===== src/sv/dmsp_pkg.sv =====
// ----------------------------------------------------------------------------
// DHCP message stream parser package
// Shared section codes, option codes and the word format of the internal queue.
// ----------------------------------------------------------------------------
package dmsp_pkg;

  // Tag codes for each parsed byte; the parser state uses the same codes
  typedef enum logic [4:0] {
    SEC_OP         = 5'd0,
    SEC_HTYPE      = 5'd1,
    SEC_HLEN       = 5'd2,
    SEC_HOPS       = 5'd3,
    SEC_XID        = 5'd4,
    SEC_SECS       = 5'd5,
    SEC_FLAGS      = 5'd6,
    SEC_CIADDR     = 5'd7,
    SEC_YIADDR     = 5'd8,
    SEC_SIADDR     = 5'd9,
    SEC_GIADDR     = 5'd10,
    SEC_CHADDR     = 5'd11,
    SEC_SNAME      = 5'd12,
    SEC_FILE       = 5'd13,
    SEC_COOKIE     = 5'd14,
    SEC_CODE       = 5'd15,
    SEC_LENGTH     = 5'd16,
    SEC_VALUE      = 5'd17,
    SEC_PAD        = 5'd18,
    SEC_END        = 5'd19,
    SEC_IGNORED    = 5'd20,
    SEC_COOKIE_BAD = 5'd21
  } section_e;

  localparam logic [31:0] COOKIE_WORD  = 32'h6382_5363;
  localparam logic [7:0]  OPT_PAD      = 8'd0;
  localparam logic [7:0]  OPT_END      = 8'd255;
  localparam logic [7:0]  OPT_MSG_TYPE = 8'd53;
  localparam logic [7:0]  COOKIE_LAST  = 8'd3;
  localparam logic [7:0]  SHORT_FIELD_MAX = 8'd4;

  // One queued byte with its front-end classification
  typedef struct packed {
    logic [7:0] data;
    logic       first;
    logic       last;
    logic       is_pad;
    logic       is_end;
  } dmsp_word_t;

  // Byte length of each fixed header field
  function automatic logic [7:0] header_len(section_e s);
    logic [7:0] len;
    case (s)
      SEC_XID, SEC_CIADDR, SEC_YIADDR,
      SEC_SIADDR, SEC_GIADDR:           len = 8'd4;
      SEC_SECS, SEC_FLAGS:              len = 8'd2;
      SEC_CHADDR:                       len = 8'd16;
      SEC_SNAME:                        len = 8'd64;
      SEC_FILE:                         len = 8'd128;
      default:                          len = 8'd1;
    endcase
    return len;
  endfunction

endpackage


===== src/sv/dmsp_front.sv =====
// ----------------------------------------------------------------------------
// DHCP parser front end
// Accepts message bytes, classifies pad and end codes and queues the words.
// ----------------------------------------------------------------------------
module dmsp_front import dmsp_pkg::*; #(
  parameter int unsigned QueueDepth = 4
) (
  input  logic       clk_i,
  input  logic       rst_ni,
  input  logic       in_valid_i,
  output logic       in_stall_o,
  input  logic [7:0] data_byte_i,
  input  logic       first_of_message_i,
  input  logic       last_of_message_i,
  output logic       head_valid_o,
  output dmsp_word_t head_word_o,
  input  logic       pop_i
);

  localparam int unsigned PtrW = (QueueDepth > 1) ? $clog2(QueueDepth) : 1;
  localparam int unsigned CntW = $clog2(QueueDepth + 1);
  localparam logic [PtrW-1:0] LastPtr = PtrW'(QueueDepth - 1);
  localparam logic [CntW-1:0] FullCnt = CntW'(QueueDepth);

  dmsp_word_t          mem_q [QueueDepth];
  logic [PtrW-1:0]     wr_ptr_q, wr_ptr_d;
  logic [PtrW-1:0]     rd_ptr_q, rd_ptr_d;
  logic [CntW-1:0]     count_q, count_d;
  logic                push;
  dmsp_word_t          in_word;

  // Classify the byte on the way in
  always_comb begin
    in_word.data   = data_byte_i;
    in_word.first  = first_of_message_i;
    in_word.last   = last_of_message_i;
    in_word.is_pad = (data_byte_i == OPT_PAD);
    in_word.is_end = (data_byte_i == OPT_END);
  end

  assign in_stall_o   = (count_q == FullCnt);
  assign push         = in_valid_i & ~in_stall_o;
  assign head_valid_o = (count_q != '0);
  assign head_word_o  = mem_q[rd_ptr_q];

  always_comb begin
    wr_ptr_d = wr_ptr_q;
    rd_ptr_d = rd_ptr_q;
    count_d  = count_q;
    if (push) begin
      wr_ptr_d = (wr_ptr_q == LastPtr) ? '0 : wr_ptr_q + 1'b1;
    end
    if (pop_i) begin
      rd_ptr_d = (rd_ptr_q == LastPtr) ? '0 : rd_ptr_q + 1'b1;
    end
    case ({push, pop_i})
      2'b10:   count_d = count_q + 1'b1;
      2'b01:   count_d = count_q - 1'b1;
      default: count_d = count_q;
    endcase
  end

  always_ff @(posedge clk_i or negedge rst_ni) begin
    if (!rst_ni) begin
      wr_ptr_q <= '0;
      rd_ptr_q <= '0;
      count_q  <= '0;
    end else begin
      wr_ptr_q <= wr_ptr_d;
      rd_ptr_q <= rd_ptr_d;
      count_q  <= count_d;
    end
  end

  always_ff @(posedge clk_i) begin
    if (push) begin
      mem_q[wr_ptr_q] <= in_word;
    end
  end

  a_count_bound: assert property (@(posedge clk_i) disable iff (!rst_ni)
    count_q <= FullCnt)
    else $error("queue count exceeds depth");

  a_no_pop_empty: assert property (@(posedge clk_i) disable iff (!rst_ni)
    pop_i |-> count_q != '0)
    else $error("pop from empty queue");

endmodule


===== src/sv/dmsp_back.sv =====
// ----------------------------------------------------------------------------
// DHCP parser back end
// Walks header, cookie and options one word per cycle, unless the output stalls, into an output register.
// ----------------------------------------------------------------------------
module dmsp_back import dmsp_pkg::*; (
  input  logic        clk_i,
  input  logic        rst_ni,
  input  logic        head_valid_i,
  input  dmsp_word_t  head_word_i,
  output logic        pop_o,
  output logic        out_valid_o,
  input  logic        out_stall_i,
  output logic [7:0]  byte_value_o,
  output logic [4:0]  section_o,
  output logic [7:0]  index_in_field_o,
  output logic        field_done_o,
  output logic [31:0] field_value_o,
  output logic [7:0]  option_code_o,
  output logic [7:0]  option_length_o,
  output logic [7:0]  dhcp_type_o,
  output logic        dhcp_type_seen_o,
  output logic        cookie_error_o,
  output logic        options_ended_o,
  output logic        truncated_o
);

  // Parser state
  section_e    section_q, section_d;
  logic [7:0]  index_q, index_d;
  logic [31:0] acc_q, acc_d;
  logic [7:0]  code_q, code_d;
  logic [7:0]  length_q, length_d;
  logic [7:0]  type_q, type_d;
  logic        seen_q, seen_d;
  logic        cookie_err_q, cookie_err_d;
  logic        ended_q, ended_d;

  // State as seen by this word; a first-of-message word starts from reset
  section_e    cur_section;
  logic [7:0]  cur_index;
  logic [31:0] cur_acc;
  logic [7:0]  cur_code;
  logic [7:0]  cur_length;
  logic [7:0]  cur_type;
  logic        cur_seen;
  logic        cur_cookie_err;
  logic        cur_ended;

  // Per-word result
  section_e    tag;
  logic [7:0]  tag_index;
  logic        tag_done;
  logic [31:0] tag_value;
  logic [7:0]  tag_code;
  logic [7:0]  tag_length;

  logic [31:0] acc_shift;
  logic [7:0]  hdr_len;
  logic [8:0]  index_next;

  logic        out_valid_q;
  logic [7:0]  byte_value_q;
  section_e    tag_q;
  logic [7:0]  tag_index_q;
  logic        tag_done_q;
  logic [31:0] tag_value_q;
  logic [7:0]  tag_code_q;
  logic [7:0]  tag_length_q;
  logic [7:0]  out_type_q;
  logic        out_seen_q;
  logic        out_cookie_err_q;
  logic        out_ended_q;
  logic        truncated_q;

  assign pop_o = head_valid_i & (~out_valid_q | ~out_stall_i);

  always_comb begin
    if (head_word_i.first) begin
      cur_section    = SEC_OP;
      cur_index      = '0;
      cur_acc        = '0;
      cur_code       = '0;
      cur_length     = '0;
      cur_type       = '0;
      cur_seen       = 1'b0;
      cur_cookie_err = 1'b0;
      cur_ended      = 1'b0;
    end else begin
      cur_section    = section_q;
      cur_index      = index_q;
      cur_acc        = acc_q;
      cur_code       = code_q;
      cur_length     = length_q;
      cur_type       = type_q;
      cur_seen       = seen_q;
      cur_cookie_err = cookie_err_q;
      cur_ended      = ended_q;
    end
  end

  assign acc_shift  = {cur_acc[23:0], head_word_i.data};
  assign hdr_len    = header_len(cur_section);
  assign index_next = {1'b0, cur_index} + 9'd1;

  // Next state and per-word tag
  always_comb begin
    section_d    = cur_section;
    index_d      = cur_index;
    acc_d        = cur_acc;
    code_d       = cur_code;
    length_d     = cur_length;
    type_d       = cur_type;
    seen_d       = cur_seen;
    cookie_err_d = cur_cookie_err;
    ended_d      = cur_ended;
    tag          = SEC_IGNORED;
    tag_index    = '0;
    tag_done     = 1'b0;
    tag_value    = '0;
    tag_code     = '0;
    tag_length   = '0;

    if (cur_section inside {[SEC_OP:SEC_FILE]}) begin
      tag       = cur_section;
      tag_index = cur_index;
      acc_d     = acc_shift;
      if (index_next >= {1'b0, hdr_len}) begin
        tag_done = 1'b1;
        if (hdr_len <= SHORT_FIELD_MAX) begin
          tag_value = acc_shift;
        end
        section_d = section_e'(5'(cur_section + 5'd1));
        index_d   = '0;
        acc_d     = '0;
      end else begin
        index_d = index_next[7:0];
      end
    end else begin
      case (cur_section)
        SEC_COOKIE: begin
          tag       = SEC_COOKIE;
          tag_index = cur_index;
          acc_d     = acc_shift;
          if (cur_index >= COOKIE_LAST) begin
            tag_done  = 1'b1;
            tag_value = acc_shift;
            if (acc_shift != COOKIE_WORD) begin
              tag          = SEC_COOKIE_BAD;
              cookie_err_d = 1'b1;
              section_d    = SEC_IGNORED;
            end else begin
              section_d = SEC_CODE;
            end
            index_d = '0;
            acc_d   = '0;
          end else begin
            index_d = index_next[7:0];
          end
        end
        SEC_CODE: begin
          if (head_word_i.is_pad) begin
            tag      = SEC_PAD;
            tag_done = 1'b1;
          end else if (head_word_i.is_end) begin
            tag       = SEC_END;
            tag_done  = 1'b1;
            tag_code  = OPT_END;
            ended_d   = 1'b1;
            section_d = SEC_IGNORED;
          end else begin
            tag       = SEC_CODE;
            code_d    = head_word_i.data;
            length_d  = '0;
            tag_code  = head_word_i.data;
            section_d = SEC_LENGTH;
          end
        end
        SEC_LENGTH: begin
          tag        = SEC_LENGTH;
          length_d   = head_word_i.data;
          tag_code   = cur_code;
          tag_length = head_word_i.data;
          index_d    = '0;
          if (head_word_i.is_pad) begin
            // zero-length option ends on its length byte
            tag_done  = 1'b1;
            section_d = SEC_CODE;
          end else begin
            section_d = SEC_VALUE;
          end
        end
        SEC_VALUE: begin
          tag        = SEC_VALUE;
          tag_index  = cur_index;
          tag_code   = cur_code;
          tag_length = cur_length;
          if (cur_code == OPT_MSG_TYPE && cur_index == '0) begin
            type_d = head_word_i.data;
            seen_d = 1'b1;
          end
          if (index_next >= {1'b0, cur_length}) begin
            tag_done  = 1'b1;
            index_d   = '0;
            section_d = SEC_CODE;
          end else begin
            index_d = index_next[7:0];
          end
        end
        default: begin
          section_d = SEC_IGNORED;
        end
      endcase
    end
  end

  always_ff @(posedge clk_i or negedge rst_ni) begin
    if (!rst_ni) begin
      section_q    <= SEC_OP;
      index_q      <= '0;
      acc_q        <= '0;
      code_q       <= '0;
      length_q     <= '0;
      type_q       <= '0;
      seen_q       <= 1'b0;
      cookie_err_q <= 1'b0;
      ended_q      <= 1'b0;
      out_valid_q  <= 1'b0;
    end else begin
      if (pop_o) begin
        section_q    <= section_d;
        index_q      <= index_d;
        acc_q        <= acc_d;
        code_q       <= code_d;
        length_q     <= length_d;
        type_q       <= type_d;
        seen_q       <= seen_d;
        cookie_err_q <= cookie_err_d;
        ended_q      <= ended_d;
        out_valid_q  <= 1'b1;
      end else if (!out_stall_i) begin
        out_valid_q <= 1'b0;
      end
    end
  end

  // Result register; holds while stalled
  always_ff @(posedge clk_i) begin
    if (pop_o) begin
      byte_value_q     <= head_word_i.data;
      tag_q            <= tag;
      tag_index_q      <= tag_index;
      tag_done_q       <= tag_done;
      tag_value_q      <= tag_value;
      tag_code_q       <= tag_code;
      tag_length_q     <= tag_length;
      out_type_q       <= type_d;
      out_seen_q       <= seen_d;
      out_cookie_err_q <= cookie_err_d;
      out_ended_q      <= ended_d;
      truncated_q      <= head_word_i.last & ~ended_d;
    end
  end

  assign out_valid_o         = out_valid_q;
  assign byte_value_o        = byte_value_q;
  assign section_o           = tag_q;
  assign index_in_field_o    = tag_index_q;
  assign field_done_o        = tag_done_q;
  assign field_value_o       = tag_value_q;
  assign option_code_o       = tag_code_q;
  assign option_length_o     = tag_length_q;
  assign dhcp_type_o         = out_type_q;
  assign dhcp_type_seen_o    = out_seen_q;
  assign cookie_error_o      = out_cookie_err_q;
  assign options_ended_o     = out_ended_q;
  assign truncated_o         = truncated_q;

  a_err_end_excl: assert property (@(posedge clk_i) disable iff (!rst_ni)
    !(cookie_err_q && ended_q))
    else $error("cookie error and end option both set");

  a_type_clear: assert property (@(posedge clk_i) disable iff (!rst_ni)
    !seen_q |-> type_q == '0)
    else $error("message type latched without being seen");

  a_option_idle: assert property (@(posedge clk_i) disable iff (!rst_ni)
    (section_q == SEC_CODE || section_q == SEC_LENGTH || section_q == SEC_IGNORED)
      |-> (index_q == '0 && acc_q == '0))
    else $error("stale index or accumulator between options");

  a_pop_loads: assert property (@(posedge clk_i) disable iff (!rst_ni)
    pop_o |=> out_valid_q)
    else $error("popped word did not reach the result register");

endmodule


===== src/sv/dhcp_message_stream_parser.sv =====
// ----------------------------------------------------------------------------
// DHCP message stream parser
// Tags each DHCP/BOOTP message byte with its header field, cookie or option part.
// ----------------------------------------------------------------------------
// A byte accepted into the queue passes through the result register to the
// output, where it is held while the output stalls.
// Throughput: one byte per cycle while the output does not stall.
// The front queue holds QueueDepth words, so the input runs on for that many
// bytes while the output stalls.
// Reset clears the queue, the parser state (op field, flags clear) and the
// output valid; a first-of-message byte restarts parsing from the same state.
// ----------------------------------------------------------------------------
module dhcp_message_stream_parser import dmsp_pkg::*; #(
  parameter int unsigned QueueDepth = 4
) (
  input  logic        clk_i,
  input  logic        rst_ni,
  // byte input
  input  logic        in_valid_i,
  output logic        in_stall_o,
  input  logic [7:0]  data_byte_i,
  input  logic        first_of_message_i,
  input  logic        last_of_message_i,
  // tagged byte output
  output logic        out_valid_o,
  input  logic        out_stall_i,
  output logic [7:0]  byte_value_o,
  output logic [4:0]  section_o,
  output logic [7:0]  index_in_field_o,
  output logic        field_done_o,
  output logic [31:0] field_value_o,
  output logic [7:0]  option_code_o,
  output logic [7:0]  option_length_o,
  output logic [7:0]  dhcp_type_o,
  output logic        dhcp_type_seen_o,
  output logic        cookie_error_o,
  output logic        options_ended_o,
  output logic        truncated_o
);

  // Queue head between front and back
  logic       head_valid;
  dmsp_word_t head_word;
  logic       pop;

  // Front: accept, classify pad/end, queue the word
  dmsp_front #(
    .QueueDepth(QueueDepth)
  ) u_front (
    .clk_i              (clk_i),
    .rst_ni             (rst_ni),
    .in_valid_i         (in_valid_i),
    .in_stall_o         (in_stall_o),
    .data_byte_i        (data_byte_i),
    .first_of_message_i (first_of_message_i),
    .last_of_message_i  (last_of_message_i),
    .head_valid_o       (head_valid),
    .head_word_o        (head_word),
    .pop_i              (pop)
  );

  // Back: advance the parse by one word per cycle while not stalled and register the result;
  // drop a word from the queue only when the result register can take it
  dmsp_back u_back (
    .clk_i               (clk_i),
    .rst_ni              (rst_ni),
    .head_valid_i        (head_valid),
    .head_word_i         (head_word),
    .pop_o               (pop),
    .out_valid_o         (out_valid_o),
    .out_stall_i         (out_stall_i),
    .byte_value_o        (byte_value_o),
    .section_o           (section_o),
    .index_in_field_o    (index_in_field_o),
    .field_done_o        (field_done_o),
    .field_value_o       (field_value_o),
    .option_code_o       (option_code_o),
    .option_length_o     (option_length_o),
    .dhcp_type_o         (dhcp_type_o),
    .dhcp_type_seen_o    (dhcp_type_seen_o),
    .cookie_error_o      (cookie_error_o),
    .options_ended_o     (options_ended_o),
    .truncated_o         (truncated_o)
  );

endmodule

===== config.mk =====
export PLATFORM = sky130hd
export DESIGN_NAME = dhcp_message_stream_parser
export DESIGN_NICKNAME = d
export VERILOG_FILES = /design/src/sv/dmsp_pkg.sv /design/src/sv/dmsp_front.sv /design/src/sv/dmsp_back.sv /design/src/sv/dhcp_message_stream_parser.sv
export SDC_FILE = /design/constraint.sdc
export NUM_CORES = 1
export LEC_CHECK = 0
export ABC_CLOCK_PERIOD_IN_PS = 10600
export BUFFER_PORTS_ARGS = -buffer_cell sky130_fd_sc_hd__buf_2
export CORE_MARGIN = 2
export CORE_UTILIZATION = 46
export DETAILED_ROUTE_END_ITERATION = 16
export PLACE_DENSITY_LB_ADDON = 0.08
export SLEW_MARGIN = 20
export SYNTH_ARGS = -nofsm -noshare
export SYNTH_HDL_FRONTEND = slang
export SYNTH_SLANG_ARGS = --single-unit

===== constraint.sdc =====
create_clock -name clk_i -period 10.6 [get_ports clk_i]
set_clock_uncertainty 0.05 [all_clocks]
set_input_delay 2.12 -clock clk_i [delete_from_list [all_inputs] [get_ports clk_i]]
set_output_delay 2.12 -clock clk_i [all_outputs]
set_load 0.05 [all_outputs]

==> results.py <==
metrics = {
    "timing": {
        "slew_viol_final": 0,
        "relSlewSlack": 0.348,
        "hold_slack_ps": 436,
        "tightestPinTransition_ps": 978,
        "rsz0062_at_grt": "false",
        "finalWorstSetupSlack_ps": 5050,
        "setup_viol": 0,
        "timing.final.crit_share": 0.523,
        "min_period_ps": 5550,
        "final_hold_viol_count": 0,
        "max_freq_mhz": 180,
        "tns_ps": 0,
    },
    "run": {
        "cap_violations": 0,
    },
    "synth": {
        "synth_compound_area_frac": 0.120,
        "synth_seq_cells": 202,
        "synth_edf_count": 130,
        "synth_top_family_by_area": "simple AND/OR/NAND/NOR gates",
        "synth_xor_area_frac": 0.00853,
        "avgSynthCellArea_um2": 12.6,
        "syn_nets": 777,
        "synthCells": 733,
        "ys_warn_count": 0,
        "synth_cell_types": 70,
        "synth_mux_area_frac": 0.0448,
        "synth-simple-area-share": 0.137,
        "synthAdderAreaFrac": 0.0414,
        "synth_ff_type": "edfxtp_1",
        "synthArstFlopShare": 0.356,
        "yosysSeqAreaShare": 0.618,
        "syn_area_um2": 9240,
    },
    "detailed_routing": {
        "vias_per_cell": 5.62,
        "totalWireLength_um": 21100,
        "ant_nets": 0,
        "drtPass1Iterations": 5,
        "wl_per_cell_um": 19.2,
        "drtIter0Drc": 415,
        "vias": 6166,
        "route.detailed.drc": 0,
    },
    "setup_path": {
        "reg2reg_slack_ps": 5050,
        "reg2reg_depth": 17,
        "cp.required_ps": 10980,
        "timing.rr.start": "u_front.rd_ptr_q[0]",
        "r2r_end": "u_back.acc_q[12]",
        "critPathMaxFanout": 60,
        "worstPathArrival_ps": 5920,
        "endpoint_kind": "flip-flop",
        "crit_path_start_kind": "flip-flop",
        "path_class": "reg2reg",
    },
    "global_route": {
        "gr-total-overflow": 0,
        "grt_pass1_vias": 6166,
        "grt_pass1_wl_um": 34100,
        "antenna_found_initial": 0,
        "grt_usage": 0.201,
        "grt_max_degree": 73,
    },
    "layout": {
        "num-nets-final": 861,
        "antenna_cells_inserted": 0,
        "multi_input_area_um2": 3250,
        "final_cell_count_no_fill": 1097,
        "drive_gt1_frac": 0.213,
        "fin_util": 0.538,
        "seq_area_um2": 5710,
        "n_fill_cell": 1635,
        "area_growth_syn_to_layout_pct": 14.1,
    },
    "clock_tree": {
        "cts_sinks": 202,
        "path_clk_slew_ps": 60,
        "h-tree-depth": 1,
        "cts_root_buf": "clkbuf_16",
        "cts_tree": "built",
        "cts.repair.resized": 0,
        "numCtsBuffers": 21,
        "hold_buffers": 0,
        "cts_setup_buffers": 0,
        "clock_latency_ps": 500,
        "cts_max_path_buffers": 3,
    },
    "die": {
        "die_h_um": 146,
        "die_w_um": 146,
        "ioPinCount": 98,
        "die_area_um2": 21200,
        "core-area_um2": 19600,
        "num_rows": 51,
        "initial_utilization": 0.472,
    },
    "placement": {
        "routabilityCongestion": 0.928,
        "place_ws_ps": 5070,
        "io_buffers": 97,
        "dp_hpwl_um": 14600,
        "dp.cells": 1059,
    },
    "min_path": {
        "holdPathStages": 2,
        "hp-class": "reg2reg",
        "min_to": "u_back.out_valid_o",
        "hp-start": "u_back.out_valid_o",
    },
    "pwr": {
        "p_leak_nw": 4.32,
        "peakVddDrop_mv": 0.154,
        "cellPowerDensity_nw_per_um2": 315,
    },
    "run_status": {
        "status": "finished clean",
    },
}
worst max-delay path by stage:
stage                              from                 end  slack [ps]  cells past startpoint
floorplan                   out_stall_i  u_front.count_q[2]        4030                     10
global placement    u_front.rd_ptr_q[0]    u_back.acc_q[20]        5300                     17
detailed placement  u_front.rd_ptr_q[0]    u_back.acc_q[12]        5070                     17
CTS                 u_front.rd_ptr_q[0]    u_back.acc_q[12]        5030                     17
global route        u_front.rd_ptr_q[0]    u_back.acc_q[21]        4500                     17
finish              u_front.rd_ptr_q[0]    u_back.acc_q[12]        5050                     17
cell usage in the layout, fill, tap and decap left out, types with 4 or more instances in the layout:
cell	n
nor3_1	8
nand4_1	7
nand3_1	20
nor4_1	6
inv_1	22
mux4_2	12
nand2_1	91
xnor2_1	4
dfrtp_1	72
xor2_1	5
nor2b_1	8
ha_1	29
buf_2	97
and4_1	5
a21oi_1	21
clkbuf_1	5
and2_1	11
clkinv_1	5
a22o_1	45
a31oi_1	7
buf_4	4
nor2_1	66
o21ai_0	29
clkbuf_16	21
o21ai_2	10
and3_1	7
edfxtp_1	130
nand4b_1	4
mux2_2	11
nor3b_1	4
per-layer routing:
layer  global-route usage  vias up  wire (um)
met5                    0        -          0
met4               0.0637        0        660
met3               0.0257       43        980
met2                0.332      200      10200
met1                0.279     3023       9230
li1                     -     2900          -
cells by family (layout without fill, tap and decap cells):
family                   Yosys count  after routing
AND/OR/NAND/NOR                  256            256
flip-flops                       202            202
AO/OA/AOI/OAI                    148            148
buffers and inverters             63            162
adder cells (fa/ha/maj)           30             30
multiplexers                      25             25
XOR/XNOR                           9              9
synth_stat cells, types with 12 or more instances:
master / count / area [um2]
a21oi_1: 21 / 105
a22o_1: 45 / 394
clkbuf_1: 27 / 101
dfrtp_1: 72 / 1800
edfxtp_1: 130 / 3900
ha_1: 29 / 363
inv_1: 23 / 86.3
mux4_2: 12 / 270
nand2_1: 91 / 342
nand3_1: 20 / 100
nor2_1: 66 / 248
o21ai_0: 29 / 145
sequential cells by signal, indices dropped and copies added, names as in the netlist, 3 cells and up:
register	flops
u_back.option_length_o	8
u_back.byte_value_o	8
u_back.option_code_o	8
u_front.count_q	3
u_back.length_q	8
u_back.dhcp_type_o	8
u_back.index_in_field_o	8
u_back.code_q	8
u_back.acc_q	24
u_back.type_q	8
u_back.section_q	5
u_back.index_q	8
u_back.field_value_o	32
u_back.section_o	5
u_front.mem_q	48
report_power, final:
part           total (W)  leakage [nW]  internal [W]  switching, W
clock network   0.000691         0.317      0.000402      0.000289
logic            0.00139          1.77      0.000334       0.00105
registers        0.00124          2.24       0.00111      0.000126
total            0.00332          4.32       0.00185       0.00147
final cells by class:
type	count	share of cell area
Sequential cell	202	0.542
Tap cell	265	0.0315
Timing Repair Buffer	101	0.0489
Inverter	23	0.00843
Multi-Input combinational cell	468	0.309
Clock inverter	10	0.00689
Clock buffer	28	0.0543
critical path, stage by stage (launching register included):
cell	delay (ps)
dfrtp_1	940
mux2i_1	270
mux2_2	170
buf_4	510
nand2_1	230
inv_1	150
ha_1	260
and3_1	240
nand3_1	110
xor2_1	160
nor2_1	210
ha_1	320
o211ai_1	250
o21bai_1	130
nor3b_2	340
nand3_4	250
o32ai_4	640
a22o_1	220
through the flow:
step           power [W]  area, um2
6_report         0.00332      10500
5_1_grt          0.00349      10500
4_1_cts          0.00334      10500
3_5_place_dp     0.00265       9890
3_3_place_gp     0.00263       9890
2_1_floorplan    0.00230       9240
Power figures use the tool's default switching activity.
